<file path="src/hw/rtl/cdll_ram.sv">
`timescale 1ns / 1ps
// Generic single-clock RAM: one write port, one read port, registered read data.
module cdll_ram #(
    parameter int WIDTH = 8,
    parameter int DEPTH = 256,
    localparam int ADDR_W = $clog2(DEPTH)
) (
    input  logic              clk,
    input  logic              we,
    input  logic [ADDR_W-1:0] waddr,
    input  logic [WIDTH-1:0]  wdata,
    input  logic [ADDR_W-1:0] raddr,
    output logic [WIDTH-1:0]  rdata
);

    logic [WIDTH-1:0] mem_reg [DEPTH];
    logic [WIDTH-1:0] rdata_reg;

    always_ff @(posedge clk)
    begin
        if (we)
        begin
            mem_reg[waddr] <= wdata;
        end
        rdata_reg <= mem_reg[raddr];
    end

    assign rdata = rdata_reg;

endmodule

</file>
<file path="config.mk">
export PLATFORM = sky130hd
export DESIGN_NAME = cdll_ram
export DESIGN_NICKNAME = d
export VERILOG_FILES = /design/src/hw/rtl/cdll_ram.sv
export SDC_FILE = /design/constraint.sdc
export NUM_CORES = 2
export LEC_CHECK = 0
export ABC_AREA = 0
export BUFFER_PORTS_ARGS = -buffer_cell sky130_fd_sc_hd__buf_2
export CAP_MARGIN = 10
export CORE_AREA = 2 2 568 570
export CTS_BUF_LIST = sky130_fd_sc_hd__clkbuf_8
export CTS_CLUSTER_SIZE = 30
export DETAILED_ROUTE_END_ITERATION = 6
export DIE_AREA = 0 0 570 572
export GPL_ROUTABILITY_DRIVEN = 0
export HOLD_SLACK_MARGIN = 0.15
export PLACE_DENSITY = 0.42
export SLEW_MARGIN = 0
export SYNTH_ARGS = -nofsm -noshare
export SYNTH_HDL_FRONTEND = slang
export SYNTH_SLANG_ARGS = --single-unit
export TNS_END_PERCENT = 30
</file>
<file path="constraint.sdc">
create_clock -name clk -period 4.85 [get_ports clk]
set_clock_uncertainty 0.05 [all_clocks]
set_input_delay 0.7275 -clock clk [delete_from_list [all_inputs] [get_ports clk]]
set_output_delay 0.7275 -clock clk [all_outputs]
set_load 0.02 [all_outputs]
</file>
# After elaboration in Yosys (flattened, before gate mapping)
# Memories as Yosys holds them, arrays and structs flattened. A register that Yosys moved wholly into a read port is not among the register bits.
# Index checks and enable logic that the tools add are counted.
# totals
register_bits	0
mem_bits_rw	2048
in_bits	26
out_inout_bits	8
elab_cells	3
memories	1
# memory_table
name	words	word_bits	read_ports	rd_ports_with_merged_regs	write_ports	line	text
mem_reg	256	8	1	1	1	16	logic [WIDTH-1:0] mem_reg [DEPTH];
# op_classes
mux	2
# op_table
cell	count
$mux 1	2

# Depth between registers and ports, before layout
# depth
word_depth	2
ltp_mapped	11
mapped_depth_nobuf	6

# Worst setup path after synthesis
# OpenSTA, ideal clock, no wires.
# synth_path
kind	in2reg
start	input raddr[0]
end	register rdata_reg[2], in the netlist rdata[2] (read register of mem_reg)
t_arrival_ns	2.534
required_time_ns	4.669
setup_slack_ns	2.135
stages	9
n_path_buf	4
path_cell_list	buf_6 -> buf_12 -> buf_8 -> buf_2 -> mux4_2 -> a22oi_1 -> a21oi_1 -> nor4_1 -> nor4_2
# synth_rtl
element	line	text
start, declared	12	input logic [ADDR_W-1:0] raddr,
end, declared	17	logic [WIDTH-1:0] rdata_reg;

==> reports/metrics.cfg <==
[global_routing]
first_pass_grt_wire_length_um = 326000
first_global_vias = 41200
grt_start_max_net_pins = 130
grt.total_usage_pct = 14.1
grt-ovfl-total = 0
initial_antenna_violation_count = 23

[setup_path]
worst_setup_path_start_kind = primary input
timing.critical_path.required_ps = 5710
cp_data_arrival_time_ps = 3990
criticalPathCategory = primary input to flip-flop
critical_path.endpoint_type = flip-flop
worst-path-max-fanout = 33

[route]
total_detailed_routing_wirelength_um = 233000
antenna_violating_nets_post_route = 0
drt_pre_antenna_iters = 5
route.detailed.wl_per_inst_um = 27.1
detailedRoute.firstIterationViolations = 3313
drc = 0
vias = 39400
via_per_inst = 4.59

[clock_network]
post_cts_resized = 0
cts_buffers = 372
cts_tree = yes
clock-sinks = 2056
clk_root_buffer_cell = sky130_fd_sc_hd__clkbuf_8
clk-insertion-delay-late_ps = 1100
clock_path_buffers = 4
h-tree-depth = 5
clk_pin_slew_ps = 60

[floorplan]
io_pins = 34
effective_utilization_at_floorplan_pct = 24.9
horizontal_die_dimension_um = 570
die-height_um = 572
placementRows = 208
core-area_um2 = 320000
fp.dieArea_um2 = 326000

[sta]
max_freq_mhz = 319
max_slew.worst_pin.slew_ps = 1180
finalCritPeriodShare_pct = 64.6
post-route-min-period_ps = 3130
maxSlewViolCount = 0
grt_setup_unrepaired = false
hold_viol = 0
relSlewSlack_pct = 21.6
setup_violations = 0
totalNegativeSetupSlack_ps = 0

[yosys]
syn-instance-count = 3733
yosysWarningCount = 0
synth_ff_type = sky130_fd_sc_hd__edfxtp_1
synth.most_common_cell = sky130_fd_sc_hd__edfxtp_1
syn_area_um2 = 79600
seq_area_frac_synth_pct = 77.5
synth-seq-cells = 2056
ys_top_cells_by_area = sky130_fd_sc_hd__edfxtp_1 77%, sky130_fd_sc_hd__mux4_2 13%, sky130_fd_sc_hd__mux2i_1 1.7%
synth_cell_types = 55
number_of_enable_flip_flop_cells_after_synthesis = 2048
synth_common_cells = 2048 x sky130_fd_sc_hd__edfxtp_1, 454 x sky130_fd_sc_hd__mux4_2, 282 x sky130_fd_sc_hd__nor2_1
postSynthNetCount = 3759
synth.largest_area_cell = sky130_fd_sc_hd__edfxtp_1
synthDominantCellAreaShare_pct = 77.3
postSynth.asyncResetShare_pct = 0
postSynthAreaPerCell_um2 = 21.3

[cells_and_area]
area_growth_pct = 15.6
post_route_cells_drive_above_1_share_pct = 25.9
finalNetCount = 4144
fin_util_pct = 28.7
flip_flop_count_of_the_largest_register_all_copies_and_words_added = 2048

[worst_hold_path]
worstHoldPathType = primary input to flip-flop

[status]
run_status = finished clean

[placement]
hpwlAfterDp_um = 144000
place.port_buffers = 33

[power]
leakagePower_uw = 0.0283
pwr_density_cell_nw_per_um2 = 390
ir_drop_v = 0.000285

[run]
max_cap_viol_count = 0

[critical path: stages]
cell,delay (ps)
sky130_fd_sc_hd__buf_8,300
sky130_fd_sc_hd__buf_12,330
sky130_fd_sc_hd__buf_4,280
sky130_fd_sc_hd__mux4_2,540
sky130_fd_sc_hd__a22oi_1,470
sky130_fd_sc_hd__a21oi_1,220
sky130_fd_sc_hd__nor4_2,850
sky130_fd_sc_hd__nor4_2,110
[stage by stage]
step                      cells  power [uW]  instance area (um2)  setup slack (ps)  hold WS (ps)
after floorplan            3733       20900                79600              2130           720
after global placement     7936       21900                85600               138          1060
after detailed placement   7937       22000                85600               602          1060
after CTS                  8576       36300                91900              1770           201
after global routing       8581       37100                91900              1700           228
final                      8587       35800                91900              1720           281
[power by group]
part	switching, uW	total, uW	internal [uW]	leakage (uW)
registers	35.7	19600	19600	0.0185
clock network	7080	14300	7220	0.00366
logic	1270	1900	631	0.00614
[path summary, 6_finish.rpt]
check,startpoint,to,slack [ps],cells past startpoint
hold reg to reg,mem_reg[40][3]$_DFFE_PP_,rdata[3]$_DFF_P_,1090,7
setup / recovery,raddr[0],rdata[6]$_DFF_P_,1720,8
hold / removal,wdata[3],mem_reg[174][3]$_DFFE_PP_,280,1
setup reg to reg,mem_reg[139][7]$_DFFE_PP_,rdata[7]$_DFF_P_,2040,6
[cell usage in the layout, fill, tap and decap left out, types with 4 or more instances in the layout]
cell type and instances:
sky130_fd_sc_hd__clkinvlp_4 4, sky130_fd_sc_hd__nor2b_1 28, sky130_fd_sc_hd__diode_2 11, sky130_fd_sc_hd__a21oi_1 96
sky130_fd_sc_hd__a211oi_1 16, sky130_fd_sc_hd__nand3_1 26, sky130_fd_sc_hd__nor4_1 23, sky130_fd_sc_hd__buf_12 27
sky130_fd_sc_hd__nor3_1 22, sky130_fd_sc_hd__nand2_1 33, sky130_fd_sc_hd__clkinv_2 26, sky130_fd_sc_hd__buf_8 10
sky130_fd_sc_hd__and2_1 4, sky130_fd_sc_hd__o32ai_1 4, sky130_fd_sc_hd__dfxtp_1 8, sky130_fd_sc_hd__edfxtp_1 2048
sky130_fd_sc_hd__o21ai_0 10, sky130_fd_sc_hd__mux2i_1 134, sky130_fd_sc_hd__nor4_2 4, sky130_fd_sc_hd__a22o_1 8
sky130_fd_sc_hd__nand4_1 10, sky130_fd_sc_hd__o22a_1 5, sky130_fd_sc_hd__a22oi_1 133, sky130_fd_sc_hd__o22ai_1 28
sky130_fd_sc_hd__buf_4 178, sky130_fd_sc_hd__or2_2 4, sky130_fd_sc_hd__a221oi_1 13, sky130_fd_sc_hd__inv_6 4
sky130_fd_sc_hd__o221ai_1 46, sky130_fd_sc_hd__nor2_1 279, sky130_fd_sc_hd__inv_1 125, sky130_fd_sc_hd__o211ai_1 10
sky130_fd_sc_hd__dlygate4sd3_1 7, sky130_fd_sc_hd__buf_2 22, sky130_fd_sc_hd__nand2b_1 8, sky130_fd_sc_hd__clkinv_1 96
sky130_fd_sc_hd__nand3_2 8, sky130_fd_sc_hd__mux4_2 454, sky130_fd_sc_hd__clkbuf_8 378
[final cells by class]
type	count	area, um2
fill	31400	228000
sequential	2056	61700
multi-input combinational	1442	16500
tap	4200	5260
clock buffer	378	5200
timing repair buffer	244	2210
clock inverter	254	1050
antenna	11	27.5
inverter	2	7.51
[what timing repair did]
action | in CTS | in global routing
hold buffers | 7 | 0
endpoints found under the hold margin | 246 | 0
buffers inserted | 0 | 0
[cell families (layout without fill, tap and decap cells)]
group | Yosys count | after routing | synth area share (%)
compound gates | 385 | 385 | 3.42
other cells | 0 | 11 | 0
mux | 591 | 591 | 14.6
flops | 2056 | 2056 | 77.5
simple gates | 466 | 466 | 2.63
buf+inv | 235 | 878 | 1.83
[layer usage]
metal	share of wire (%)	track usage (%)	wire length [um]	up-vias
li1	-	-	-	16500
met1	44	19.0	103000	21400
met2	49	23.2	113000	1093
met3	4.6	2.44	10800	361
met4	2.4	3.93	5630	0
met5	0	0	0	-
Note: power is estimated with default switching activity, not from simulation.
