### src/hw/rtl/cdll_pkg.sv
`timescale 1ns / 1ps
// Shared types, codes and widths of the circular doubly linked list manager.
package cdll_pkg;

    localparam int ACTION_W = 3;
    localparam int NODE_W = 8;
    localparam int STATUS_W = 2;
    localparam int COUNT_W = 9;

    localparam int IN_TDATA_W = 16;
    localparam int OUT_TDATA_W = 24;

    localparam int DEF_POOL_NODES = 256;

    localparam logic [ACTION_W-1:0] ACT_APPEND = 3'd0;
    localparam logic [ACTION_W-1:0] ACT_PUSH = 3'd1;
    localparam logic [ACTION_W-1:0] ACT_POP_HEAD = 3'd2;
    localparam logic [ACTION_W-1:0] ACT_POP_TAIL = 3'd3;
    localparam logic [ACTION_W-1:0] ACT_UNLINK = 3'd4;
    localparam logic [ACTION_W-1:0] ACT_ROTATE = 3'd5;

    localparam logic [STATUS_W-1:0] ST_OK = 2'd0;
    localparam logic [STATUS_W-1:0] ST_EMPTY = 2'd1;
    localparam logic [STATUS_W-1:0] ST_FULL = 2'd2;

    // Packed from the top down so that removed_node lands in the lowest bits.
    typedef struct packed {
        logic [COUNT_W-1:0]  node_count;
        logic                list_empty;
        logic [STATUS_W-1:0] status;
        logic [NODE_W-1:0]   removed_node;
    } result_t;

endpackage

### src/hw/rtl/cdll_out_stage.sv
`timescale 1ns / 1ps
// Output register of the result stream: holds one result until the sink takes it.
module cdll_out_stage (
    input  logic                                clk,
    input  logic                                rst_n,
    input  logic                                load,
    input  cdll_pkg::result_t                   res,
    output logic                                free,
    output logic                                m_axis_tvalid,
    input  logic                                m_axis_tready,
    output logic [cdll_pkg::OUT_TDATA_W-1:0]    m_axis_tdata
);

    logic              valid_reg;
    logic              valid_next;
    cdll_pkg::result_t data_reg;

    // Slot is free when empty or when the waiting result leaves this cycle.
    assign free = !valid_reg || m_axis_tready;

    always_comb
    begin
        valid_next = valid_reg;
        if (load)
        begin
            valid_next = 1'b1;
        end
        else if (m_axis_tready)
        begin
            valid_next = 1'b0;
        end
    end

    always_ff @(posedge clk or negedge rst_n)
    begin
        if (!rst_n)
        begin
            valid_reg <= 1'b0;
        end
        else
        begin
            valid_reg <= valid_next;
        end
    end

    always_ff @(posedge clk)
    begin
        if (load)
        begin
            data_reg <= res;
        end
    end

    assign m_axis_tvalid = valid_reg;
    assign m_axis_tdata = cdll_pkg::OUT_TDATA_W'(data_reg);

endmodule

### config.mk
export PLATFORM = sky130hd
export DESIGN_NAME = cdll_out_stage
export DESIGN_NICKNAME = d
export VERILOG_FILES = /design/src/hw/rtl/cdll_pkg.sv /design/src/hw/rtl/cdll_out_stage.sv
export SDC_FILE = /design/constraint.sdc
export NUM_CORES = 1
export LEC_CHECK = 0
export ABC_AREA = 1
export BUFFER_PORTS_ARGS = -buffer_cell sky130_fd_sc_hd__buf_2
export CAP_MARGIN = 10
export CELL_PAD_IN_SITES_DETAIL_PLACEMENT = 1
export CELL_PAD_IN_SITES_GLOBAL_PLACEMENT = 1
export CORE_MARGIN = 4
export CORE_UTILIZATION = 25
export CTS_CLUSTER_SIZE = 12
export DETAILED_ROUTE_END_ITERATION = 8
export PLACE_DENSITY = 0.73
export SLEW_MARGIN = 15
export SYNTH_ARGS = -nofsm -noshare
export SYNTH_HDL_FRONTEND = slang
export SYNTH_SLANG_ARGS = --single-unit
### constraint.sdc
create_clock -name clk -period 0.8 [get_ports clk]
set_input_delay 0.08 -clock clk [delete_from_list [all_inputs] [get_ports clk]]
set_output_delay 0.08 -clock clk [all_outputs]
set_load 0.005 [all_outputs]
# ---- Yosys cells after proc, flatten, opt, wreduce, memory -nomap -nowiden
# Index checks and enable logic that the tools add are counted.
dict set report totals {
  reg_bits 21
  in_bits 24
  output_inout_bits 26
  word_cells 10
}
dict set report classes {
  n_mux 2
  n_reduce_logical 3
}
# operator count
set op_table {}
lappend op_table {{$mux 1} 2}
lappend op_table {{$reduce_bool 2->1} 1}
lappend op_table {{$logic_not 1->1} 1}
lappend op_table {{$logic_or 1x1->1} 1}

# ---- Logic depth before layout (Yosys ltp)
# Gate-level depths: netlist (run 1).
dict set report logic_depth {
  ltp_word 2
  ltp_mapped 3
  ltp_nobuf 3
}

# ---- Worst setup path before layout (run 1)
# OpenSTA, ideal clock, no wires.
dict set report synth_timing {
  path_type {reg-to-reg}
  startpoint {reg, netlist name m_axis_tvalid}
  endpoint {reg valid_reg (netlist: m_axis_tvalid)}
  t_arrival_ns 0.503
  required_time_ns 0.683
  path_slack_ns 0.181
  stages_incl_launch_ff 3
  n_path_buf 0
  synth_period_minus_slack_ns 0.619
  path_cell_list {dfrtp_1 > nand2_2 > nand2_2}
}
# element line
set synth_rtl {}
lappend synth_rtl {{end signal, assigned} cdll_out_stage.sv:42} ;# valid_reg <= valid_next;
lappend synth_rtl {{end, declared} cdll_out_stage.sv:14} ;# logic valid_reg;

# ---- Final worst setup path (run 1)
dict set report layout_timing {
  startpoint {reg valid_reg (netlist: m_axis_tvalid)}
  endpoint {out free}
}
dict set report layout_via {
  elab_chain_cells 2
}
# element line
set layout_rtl {}
lappend layout_rtl {{$logic_not 1->1} cdll_out_stage.sv:19} ;# assign free = !valid_reg || m_axis_tready;
lappend layout_rtl {{$logic_or 1x1->1} cdll_out_stage.sv:19}
lappend layout_rtl {{end, declared} cdll_out_stage.sv:8} ;# output logic free,
# Every way passes these cells.

==> run metrics, run 1 <==
synth-to-layout area growth 78.45%; final setup fails 23; minimum setup slack among reg-to-reg paths -0.07 ns; IR Drop Worst-Case VDD roughly 0.8 mV; final clock skew 0 ns; maximum fanout count along the critical path 2; Synth Area in Compound Gates 0; termination of the worst setup path free; switching share of power 0.2005; proportion of netlist area held by the largest area contributor 0.8840; GRT busiest layer met2; startpoint type of the worst setup path register; vias in the first global route 499; shortest clock period the worst path allows after layout roughly 0.95 ns; CP Data Arrival Time 0.87 ns; leading area contributor after synthesis sky130_fd_sc_hd__edfxtp_1; height of the chip 60.13 um; Site Rows 18; number of input and output port buffers inserted 45; logic depth of the worst path, buffers included 2; Ys Warns 0; power share of the combinational group 0.140; endpoint class of the critical path output pin; starting density of the core 0.2670; final antenna diode count 0; met2 Resource Use GR 0.1636; final number of hold-violating endpoints 0; Internal roughly 1.7 mW; Slew Limit Fails 0; status complete, but fails checks; cell-by-cell trace of the critical path nand2_2 -> buf_2; detailed-router iteration count before antenna repair 2; CTS tree yes; multiplexer fraction of the synthesized cell area 0; number of design rule violations left after detail routing 0; Core ar. between 2000 and 3000 sq um; clock latency reported for the late side of the worst-skew pair around 0.29 ns; post-synthesis instance area roughly 680 sq um; overall routing resource usage 0.09140; overall via count from detail_route slightly above 500; flop and latch count out of synthesis 21; antenna viol nets, final 0; data required time at the worst endpoint between 0.7 and 0.8 ns; met1 track utilization from global routing 0.09434; Flop pwr share 0.627; Die Span X between 60 and 70 um; synthesized area per cell roughly 23 sq um; remaining global-route overflow 0; number of H-tree levels 1; worst hold slack approximately 0.084 ns; wire length of the first global-routing pass roughly 2300 um; Boundary Pins 50; routability congestion estimate from global placement ~0.58; power density cells between 1500 and 2000 nW/um^2; worst reg-to-reg path cell count 5; violations in the final reports setup timing; largest net degree at the start of global routing 21; critical register-to-register path endpoint m_axis_tvalid; ratio of routed vias to standard cells ~3.8; clock slew at the register clock pins of the worst setup and hold paths approximately 0.11 ns; Sink Count 21; maximum clock frequency 1.058 GHz; Static Leak 0.5420 nW; top area cells in the synthesized netlist sky130_fd_sc_hd__edfxtp_1 (88%), sky130_fd_sc_hd__buf_4 (4.4%), sky130_fd_sc_hd__dfrtp_1 (3.7%), sky130_fd_sc_hd__nand2_2 (1.8%), sky130_fd_sc_hd__inv_1 (1.1%); launch point of the critical path m_axis_tvalid; count of instances resized after the clock tree is built 0; worst-case clock buffer depth 2; maximum cell stage delay along the critical path around 0.4 ns; Iter 0 DRT Violations 7; switching power of the nets approximately 0.42 mW; total negative setup slack -1.899 ns; synthesized-area fraction occupied by and/or/nand/nor cells 0.01842; global routing usage on met3 0.02808; setup repair after global routing missed its margin yes; slowest library cell on the worst path sky130_fd_sc_hd__dfrtp_1; dominant combinational cell family by area after synthesis buffers and inverters; max capacitance violation total 0; worst min-delay path category in -> async; Place WS approximately 0.12 ns; Worst path top cell family by delay flip-flops; CTS Root Buffer Type sky130_fd_sc_hd__clkbuf_4; post-synthesis cell count 30; xor/xnor cell area share of the yosys netlist 0; adder-cell share of the synthesized area 0; share of the yosys chip area belonging to registers 0.9208; drt total wl about 1600 um; initial antenna violation count 0; Clock power frac 0.233; least setup slack across all paths after layout -0.1455 ns; Power, Total between 2 and 2.5 mW; WP buf/inv 1; share of final-layout standard cells stronger than drive strength 1 0.5192; share of the cycle needed by the critical path after routing 1.182; unique cell type count in the Yosys netlist 6; clock buffer count from CTS 3; final routed wire length divided by cell count 11.99 um; die area between 3000 and 4000 sq um; kind of critical path reg -> out; number of nets in the layout roughly 130; start of the worst register-to-register path m_axis_tvalid
-- what timing repair did --
item	CTS	global route
setup endpoints to repair	22	23
hold buffers	21	1
endpoints found under the hold margin	21	1
setup buffers	3	0
pin swaps	1	0
-- flip-flops by register name (all words and copies together), names as in the netlist --
register	flops
m_axis_tdata	20
m_axis_tvalid	1
-- cells in the final DEF (no fill, tap or decap), drive strengths merged --
| cell type | Yosys | final |
|---|---|---|
| inv | 2 | 2 |
| clkbuf | 0 | 4 |
| edfxtp | 20 | 20 |
| dfrtp | 1 | 1 |
| buf | 4 | 49 |
| conb | 1 | 4 |
| nand2 | 2 | 2 |
| dlygate4sd3 | 0 | 22 |
-- per-stage QoR --
stage | area (sq um) | util | std cells
after floorplan | 690.7 | - | 33
final | 1212 | 0.4764 | 134
after CTS | 1202 | 0.4725 | 133
after detailed placement | 943.4 | 0.3707 | 105
after global placement | 943.4 | 0.3707 | 105
after global routing | 1212 | 0.4764 | 134
-- power groups by stage --
stage | Clock [mW] | Combinational, mW | Sequential [mW]
2_1_floorplan | 0 | 0.0267 | 1.36
3_3_place_gp | 0 | 0.195 | 1.34
3_5_place_dp | 0 | 0.200 | 1.34
4_1_cts | 0.535 | 0.295 | 1.32
5_1_grt | 0.582 | 0.323 | 1.33
6_report | 0.489 | 0.294 | 1.32
-- worst register-to-register path: stages (launching register included) --
cell and delay [ns]:
sky130_fd_sc_hd__dfrtp_1 0.37, sky130_fd_sc_hd__nand2_2 0.05, sky130_fd_sc_hd__buf_4 0.12, sky130_fd_sc_hd__buf_4 0.12, sky130_fd_sc_hd__buf_4 0.12, sky130_fd_sc_hd__nand2_2 0.04
-- routing by layer --
| metal | part of all wire | wire [um] |
|---|---|---|
| met5 | 0 | 0 |
| met1 | 0.33 | 531 |
| met2 | 0.57 | 921 |
| met4 | 0 | 0 |
| met3 | 0.095 | 153 |
-- kinds of logic (layout without fill, tap and decap cells) --
logic type | after synthesis | after routing
buffers and inverters | 6 | 77
DFF | 21 | 21
other | 1 | 4
and+or+nand+nor | 2 | 2
-- worst min path at each step --
stage / startpoint / to / depth (start not counted)
2_1_floorplan: rst_n / m_axis_tvalid / 0
3_3_place_gp: rst_n / m_axis_tvalid / 1
3_5_place_dp: rst_n / m_axis_tvalid / 1
4_1_cts: load / m_axis_tdata[13] / 1
5_1_grt: rst_n / m_axis_tvalid / 2
6_report: rst_n / m_axis_tvalid / 2
-- Yosys cell counts --
cell type,count
sky130_fd_sc_hd__edfxtp_1,20
sky130_fd_sc_hd__buf_4,4
sky130_fd_sc_hd__inv_1,2
sky130_fd_sc_hd__nand2_2,2
sky130_fd_sc_hd__conb_1,1
sky130_fd_sc_hd__dfrtp_1,1
-- cell type report --
type	instances	area [sq um]
fillers	278	1333
repair buffers	71	488.0
flip-flops and latches	21	625.6
multi-input cells	6	27.53
well taps	30	37.54
inverters	2	7.507
clock buffers	4	26.28
(Power assumes the default switching activity.)
==> run 2: changes to the inputs <==
--- a/config.mk
+++ b/config.mk
@@ -10,7 +10,6 @@
 export CAP_MARGIN = 10
 export CELL_PAD_IN_SITES_DETAIL_PLACEMENT = 1
 export CELL_PAD_IN_SITES_GLOBAL_PLACEMENT = 1
-export CORE_MARGIN = 4
 export CORE_UTILIZATION = 25
 export CTS_CLUSTER_SIZE = 12
 export DETAILED_ROUTE_END_ITERATION = 8
==> run metrics, run 2 (synthesized netlist as in run 1, its figures left out) <==
register area 625.6 sq um (unchanged); kind of critical path reg -> out; final number of hold-violating endpoints 0 (unchanged); Core ar. 2522 sq um (-0.88%); number of nets in the layout 127 (-1.6%); maximum fanout count along the critical path 2 (unchanged); maximum clock frequency 1.051 GHz (-0.61%); count of filler cells inserted in the layout 274 (-1.4%); area of all placed cells without fillers 1215 sq um (+0.21%); Boundary Pins 50 (unchanged); CTS tree yes; final clock skew 0 ns (unchanged); setup repair after global routing missed its margin yes; worst hold slack 0.08402 ns (-0.0003126 ns); clock slew at the register clock pins of the worst setup and hold paths 0.11 ns (about the same); antenna viol nets, final 0 (unchanged); startpoint type of the worst setup path register; initial antenna violation count 0 (unchanged); share of final-layout standard cells stronger than drive strength 1 0.5294 (+0.01018); number of design rule violations left after detail routing 0 (unchanged); CTS Root Buffer Type sky130_fd_sc_hd__clkbuf_4; ratio of routed vias to standard cells 3.803 (+0.32%); most common library cell in the layout ignoring fill and taps sky130_fd_sc_hd__buf_2; flip-flop count of the largest register after layout 20 (unchanged); least setup slack across all paths after layout -0.1513 ns (-0.005809 ns); Clock power frac 0.230 (-0.003); CP Data Arrival Time 0.87 ns (about the same); die area 2930 sq um (-19%); maximum cell stage delay along the critical path 0.41 ns (about the same); Sink Count 21 (unchanged); Flop pwr share 0.628 (about the same); Worst path top cell family by delay flip-flops; overall via count from detail_route 502 (-1.2%); DP Area 963.4 sq um (+2.1%); Power, Total 2.098 mW (about the same); clock latency reported for the late side of the worst-skew pair 0.29 ns (about the same); starting density of the core 0.2693 (+0.002384); drt total wl 1578 um (-1.7%); Die Span X 54.13 um (-10%); Static Leak 0.5434 nW (+0.26%); shortest clock period the worst path allows after layout 0.9513 ns (+0.005809 ns); status complete, but fails checks; Internal 1.673 mW (-0.35%); vias in the first global route 557 (+12%); wire length of the first global-routing pass 2435 um (+5.4%); data required time at the worst endpoint 0.72 ns (about the same); synth-to-layout area growth 78.82%; clock buffer count from CTS 3 (unchanged); WP buf/inv 1 (unchanged); Site Rows 18 (unchanged); multi-input gate area in the final layout 27.53 sq um (unchanged); height of the chip 54.13 um (-10%); worst-case clock buffer depth 2 (unchanged); switching power of the nets 0.4257 mW (+1.1%); power share of the combinational group 0.142 (+0.002); detailed-router iteration count before antenna repair 2 (unchanged); share of the cycle needed by the critical path after routing 1.189 (+0.007261); remaining global-route overflow 0 (unchanged); number of H-tree levels 1 (unchanged); largest net degree at the start of global routing 14 (-33%); IR Drop Worst-Case VDD 0.9287 mV (+14%); Slew Limit Fails 0 (unchanged); switching share of power 0.2029 (+0.002336); cell-by-cell trace of the critical path nand2_2 -> buf_6; routability congestion estimate from global placement 0.6253 (+8.5%); final antenna diode count 0 (unchanged); slowest library cell on the worst path sky130_fd_sc_hd__dfrtp_1; overall routing resource usage 0.1228 (+0.03138); commonest non-fill, non-tap cells in the layout sky130_fd_sc_hd__buf_2 (44), sky130_fd_sc_hd__dlygate4sd3_1 (21), sky130_fd_sc_hd__edfxtp_1 (20); number of input and output port buffers inserted 45 (unchanged); violations in the final reports setup timing; half-perimeter wire length after placement between 1000 and 1500 um; power density cells 1727 nW/um^2 (-0.26%); endpoint class of the critical path output pin; Iter 0 DRT Violations 1 (-6); final setup fails 22 (-4.3%); worst min-delay path category in -> async; max capacitance violation total 0 (unchanged); final routed wire length divided by cell count 11.95 um (-0.25%)
## run 2: timing repair
action / 4_1_cts / 5_1_grt
endpoints found under the setup margin: 22 / 22
pin swaps: 1 / 0
hold buffers: 21 / 0
setup buffers: 1 / 0
resized for setup: 0 / 1
endpoints found under the hold margin: 21 / 0
## run 2: power by group through the flow
| stage | Clock, mW | Combinational (mW) | Sequential, mW |
|---|---|---|---|
| after floorplan | 0 | 0.0267 | 1.36 |
| after global placement | 0 | 0.204 | 1.34 |
| after detailed placement | 0 | 0.212 | 1.34 |
| after CTS | 0.526 | 0.296 | 1.32 |
| after global routing | 0.550 | 0.332 | 1.33 |
| final | 0.484 | 0.297 | 1.32 |
## run 2: cell type report
class                           count  share of cell area
Inverter                            2            0.006179
Timing Repair Buffer               69              0.4027
Tap cell                           30             0.03090
Sequential cell                    21              0.5149
Clock buffer                        3             0.01854
Clock inverter                      1            0.004119
Multi-Input combinational cell      6             0.02266
## run 2: final timing paths
check / startpoint / endpoint / slack, ns / depth (start not counted)
worst max-delay path: m_axis_tvalid / free / -0.15 / 2
worst min-delay path: rst_n / m_axis_tvalid / 0.08 / 2
worst max register to register: m_axis_tvalid / m_axis_tvalid / 0.07 / 3
worst min register to register: m_axis_tvalid / m_axis_tvalid / 0.65 / 3
max in group asynchronous: rst_n / m_axis_tvalid / 0.63 / 2
min in group clk: m_axis_tready / m_axis_tvalid / 0.14 / 5
## run 2: through the flow
step / utilization / std cells / setup TNS, ns / setup WS (ns)
global placement: 0.3819 / 106 / 0 / 0.1445
finish: 0.4816 / 132 / -1.833 / -0.1513
CTS: 0.4792 / 132 / -2.441 / -0.1897
floorplan: - / 33 / 0 / 0.1805
global route: 0.4816 / 132 / -2.934 / -0.2057
detailed placement: 0.3819 / 106 / 0 / 0.1303
## run 2: per-layer routing
layer  vias up  share of wire  GRT usage
li1        243              -          -
met1       228           0.36     0.1434
met2        31           0.54     0.2195
met3         0           0.10    0.02825
met4         0              0    0.03846
met5         -              0          0
==> run 3: changes to the inputs <==
--- a/config.mk
+++ b/config.mk
@@ -10,10 +10,11 @@
 export CAP_MARGIN = 10
 export CELL_PAD_IN_SITES_DETAIL_PLACEMENT = 1
 export CELL_PAD_IN_SITES_GLOBAL_PLACEMENT = 1
-export CORE_UTILIZATION = 25
+export CORE_UTILIZATION = 29
 export CTS_CLUSTER_SIZE = 12
 export DETAILED_ROUTE_END_ITERATION = 8
-export PLACE_DENSITY = 0.73
+export HOLD_SLACK_MARGIN = 0.12
+export PLACE_DENSITY = 0.81
 export SLEW_MARGIN = 15
 export SYNTH_ARGS = -nofsm -noshare
 export SYNTH_HDL_FRONTEND = slang
==> run metrics, run 3 (synthesized netlist as in run 1, its figures left out) <==
number of input and output port buffers inserted 45 (unchanged); total negative setup slack -2.020 ns (-0.1874 ns); overall via count from detail_route 501 (-0.20%); final clock skew 0 ns (unchanged); area of all placed cells without fillers 1202 sq um (-1.0%); WP buf/inv 1 (unchanged); drt total wl 1617 um (+2.5%); clock buffer count from CTS 3 (unchanged); Iter 0 DRT Violations 2 (+1); Boundary Pins 50 (unchanged); count of placed standard cells including taps 103 (-2.8%); final setup fails 23 (+4.5%); synth-to-layout area growth 76.98%; final antenna diode count 0 (unchanged); remaining global-route overflow 0 (unchanged); DP Area 940.9 sq um (-2.3%); height of the chip 50.40 um (-6.9%); status complete, but fails checks; launch instance of the worst min-delay path load; half-perimeter wire length after placement 989.3 um (-8.6%); maximum clock frequency 1.012 GHz (-3.7%); kind of critical path reg -> out; Static Leak 0.5375 nW (-1.1%); worst-case clock buffer depth 2 (unchanged); largest net degree at the start of global routing 22 (+8); antenna viol nets, final 0 (unchanged); clock slew at the register clock pins of the worst setup and hold paths 0.11 ns (about the same); data required time at the worst endpoint 0.72 ns (about the same); Worst Hold End m_axis_tdata[15]; Sink Count 21 (unchanged); Slew Limit Fails 0 (unchanged); violations in the final reports setup timing; flip-flop count of the largest register after layout 20 (unchanged); instance count along the most critical hold path 2; Site Rows 17 (-1); count of non-filler cells in the finished layout 131 (-0.76%); detailed-router iteration count before antenna repair 6 (+4); share of final-layout standard cells stronger than drive strength 1 0.5146 (-0.01485); logic depth of the worst path, buffers included 2 (unchanged); number of design rule violations left after detail routing 0 (unchanged); Core ar. 2212 sq um (-12%); CP Data Arrival Time 0.91 ns (+0.04 ns); routability congestion estimate from global placement 0.6357 (+1.7%); least setup slack across all paths after layout -0.1882 ns (-0.03687 ns); Worst path top cell family by delay flip-flops; clock latency reported for the late side of the worst-skew pair 0.30 ns (about the same); final cell utilization of the core 0.5436 (+0.06191); worst reg-to-reg path cell count 4 (+1); maximum fanout count along the critical path 2 (unchanged); worst hold slack 0.1820 ns (+0.09801 ns); final routed wire length divided by cell count 12.34 um (+3.3%); wire length of the first global-routing pass 2428 um (-0.29%); Place WS 0.1428 ns (+0.01252 ns); initial antenna violation count 0 (unchanged); Die Span X 50.40 um (-6.9%); setup repair after global routing missed its margin yes; startpoint type of the worst setup path register; ratio of routed vias to standard cells 3.824 (+0.56%); vias in the first global route 518 (-7.0%); CTS tree yes; worst min-delay path category in -> reg; IR Drop Worst-Case VDD 1.003 mV (+8.0%); share of the cycle needed by the critical path after routing 1.235 (+0.04609); overall routing resource usage 0.1428 (+0.01999); power density cells 1746 nW/um^2 (+1.1%); Power, Total 2.099 mW (about the same); most common library cell in the layout ignoring fill and taps sky130_fd_sc_hd__buf_2; cell-by-cell trace of the critical path nand2_2 -> buf_2; start of the worst register-to-register path m_axis_tvalid; starting density of the core 0.3071 (+0.03778); CTS Root Buffer Type sky130_fd_sc_hd__clkbuf_4; commonest non-fill, non-tap cells in the layout sky130_fd_sc_hd__buf_2 (45), sky130_fd_sc_hd__dlygate4sd3_1 (22), sky130_fd_sc_hd__edfxtp_1 (20); maximum cell stage delay along the critical path 0.43 ns (+0.02 ns); critical register-to-register path endpoint m_axis_tvalid; minimum setup slack among reg-to-reg paths -0.03 ns (-0.10 ns); shortest clock period the worst path allows after layout 0.9882 ns (+0.03687 ns); die area 2540 sq um (-13%); final number of hold-violating endpoints 0 (unchanged); slowest library cell on the worst path sky130_fd_sc_hd__dfrtp_1; number of nets in the layout 128 (+0.79%); max capacitance violation total 0 (unchanged); number of H-tree levels 1 (unchanged); endpoint class of the critical path output pin
## run 3: cell count changes in the layout (fill, tap and decap cells not counted)
cell | previous run | this run
sky130_fd_sc_hd__buf_12 | 2 | 1
sky130_fd_sc_hd__buf_2 | 44 | 45
sky130_fd_sc_hd__buf_4 | 1 | 2
sky130_fd_sc_hd__buf_6 | 1 | 0
sky130_fd_sc_hd__clkbuf_1 | 0 | 1
sky130_fd_sc_hd__clkinv_2 | 1 | 0
sky130_fd_sc_hd__dlygate4sd3_1 | 21 | 22
## run 3: final cells by class
type	count	area [sq um]
Sequential cell	21	625.6
Fill cell	244	1010
Timing Repair Buffer	70	480.5
Multi-Input combinational cell	6	27.53
Inverter	2	7.507
Clock buffer	4	26.28
Tap cell	28	35.03
## run 3: where the power goes
| group | internal (mW) | leakage [nW] | switching, mW |
|---|---|---|---|
| clock | 0.194 | 0.0150 | 0.296 |
| sequential | 1.30 | 0.207 | 0.0222 |
| combinational | 0.184 | 0.316 | 0.106 |
| total | 1.68 | 0.537 | 0.424 |
## run 3: timing repair
| action | CTS | global route |
|---|---|---|
| hold endpoints to repair | 22 | 0 |
| endpoints found under the setup margin | 22 | 22 |
| resized for setup | 0 | 0 |
| setup buffers | 1 | 1 |
| pin swaps | 1 | 1 |
| hold buffers | 22 | 0 |
## run 3: how the worst max path moves through the flow
| stage | startpoint | end | slack, ns |
|---|---|---|---|
| floorplan | m_axis_tvalid | m_axis_tvalid | 0.18 |
| global placement | load | m_axis_tdata[2] | 0.16 |
| detailed placement | m_axis_tvalid | free | 0.14 |
| CTS | m_axis_tvalid | free | -0.18 |
| global route | m_axis_tvalid | free | -0.22 |
| finish | m_axis_tvalid | free | -0.19 |
## run 3: routing by layer
layer,part of all wire,global-route usage,up-vias
li1,-,-,246
met1,0.35,0.1252,225
met2,0.58,0.2822,26
met3,0.048,0.02727,4
met4,0.025,0.09722,0
met5,0,0,-
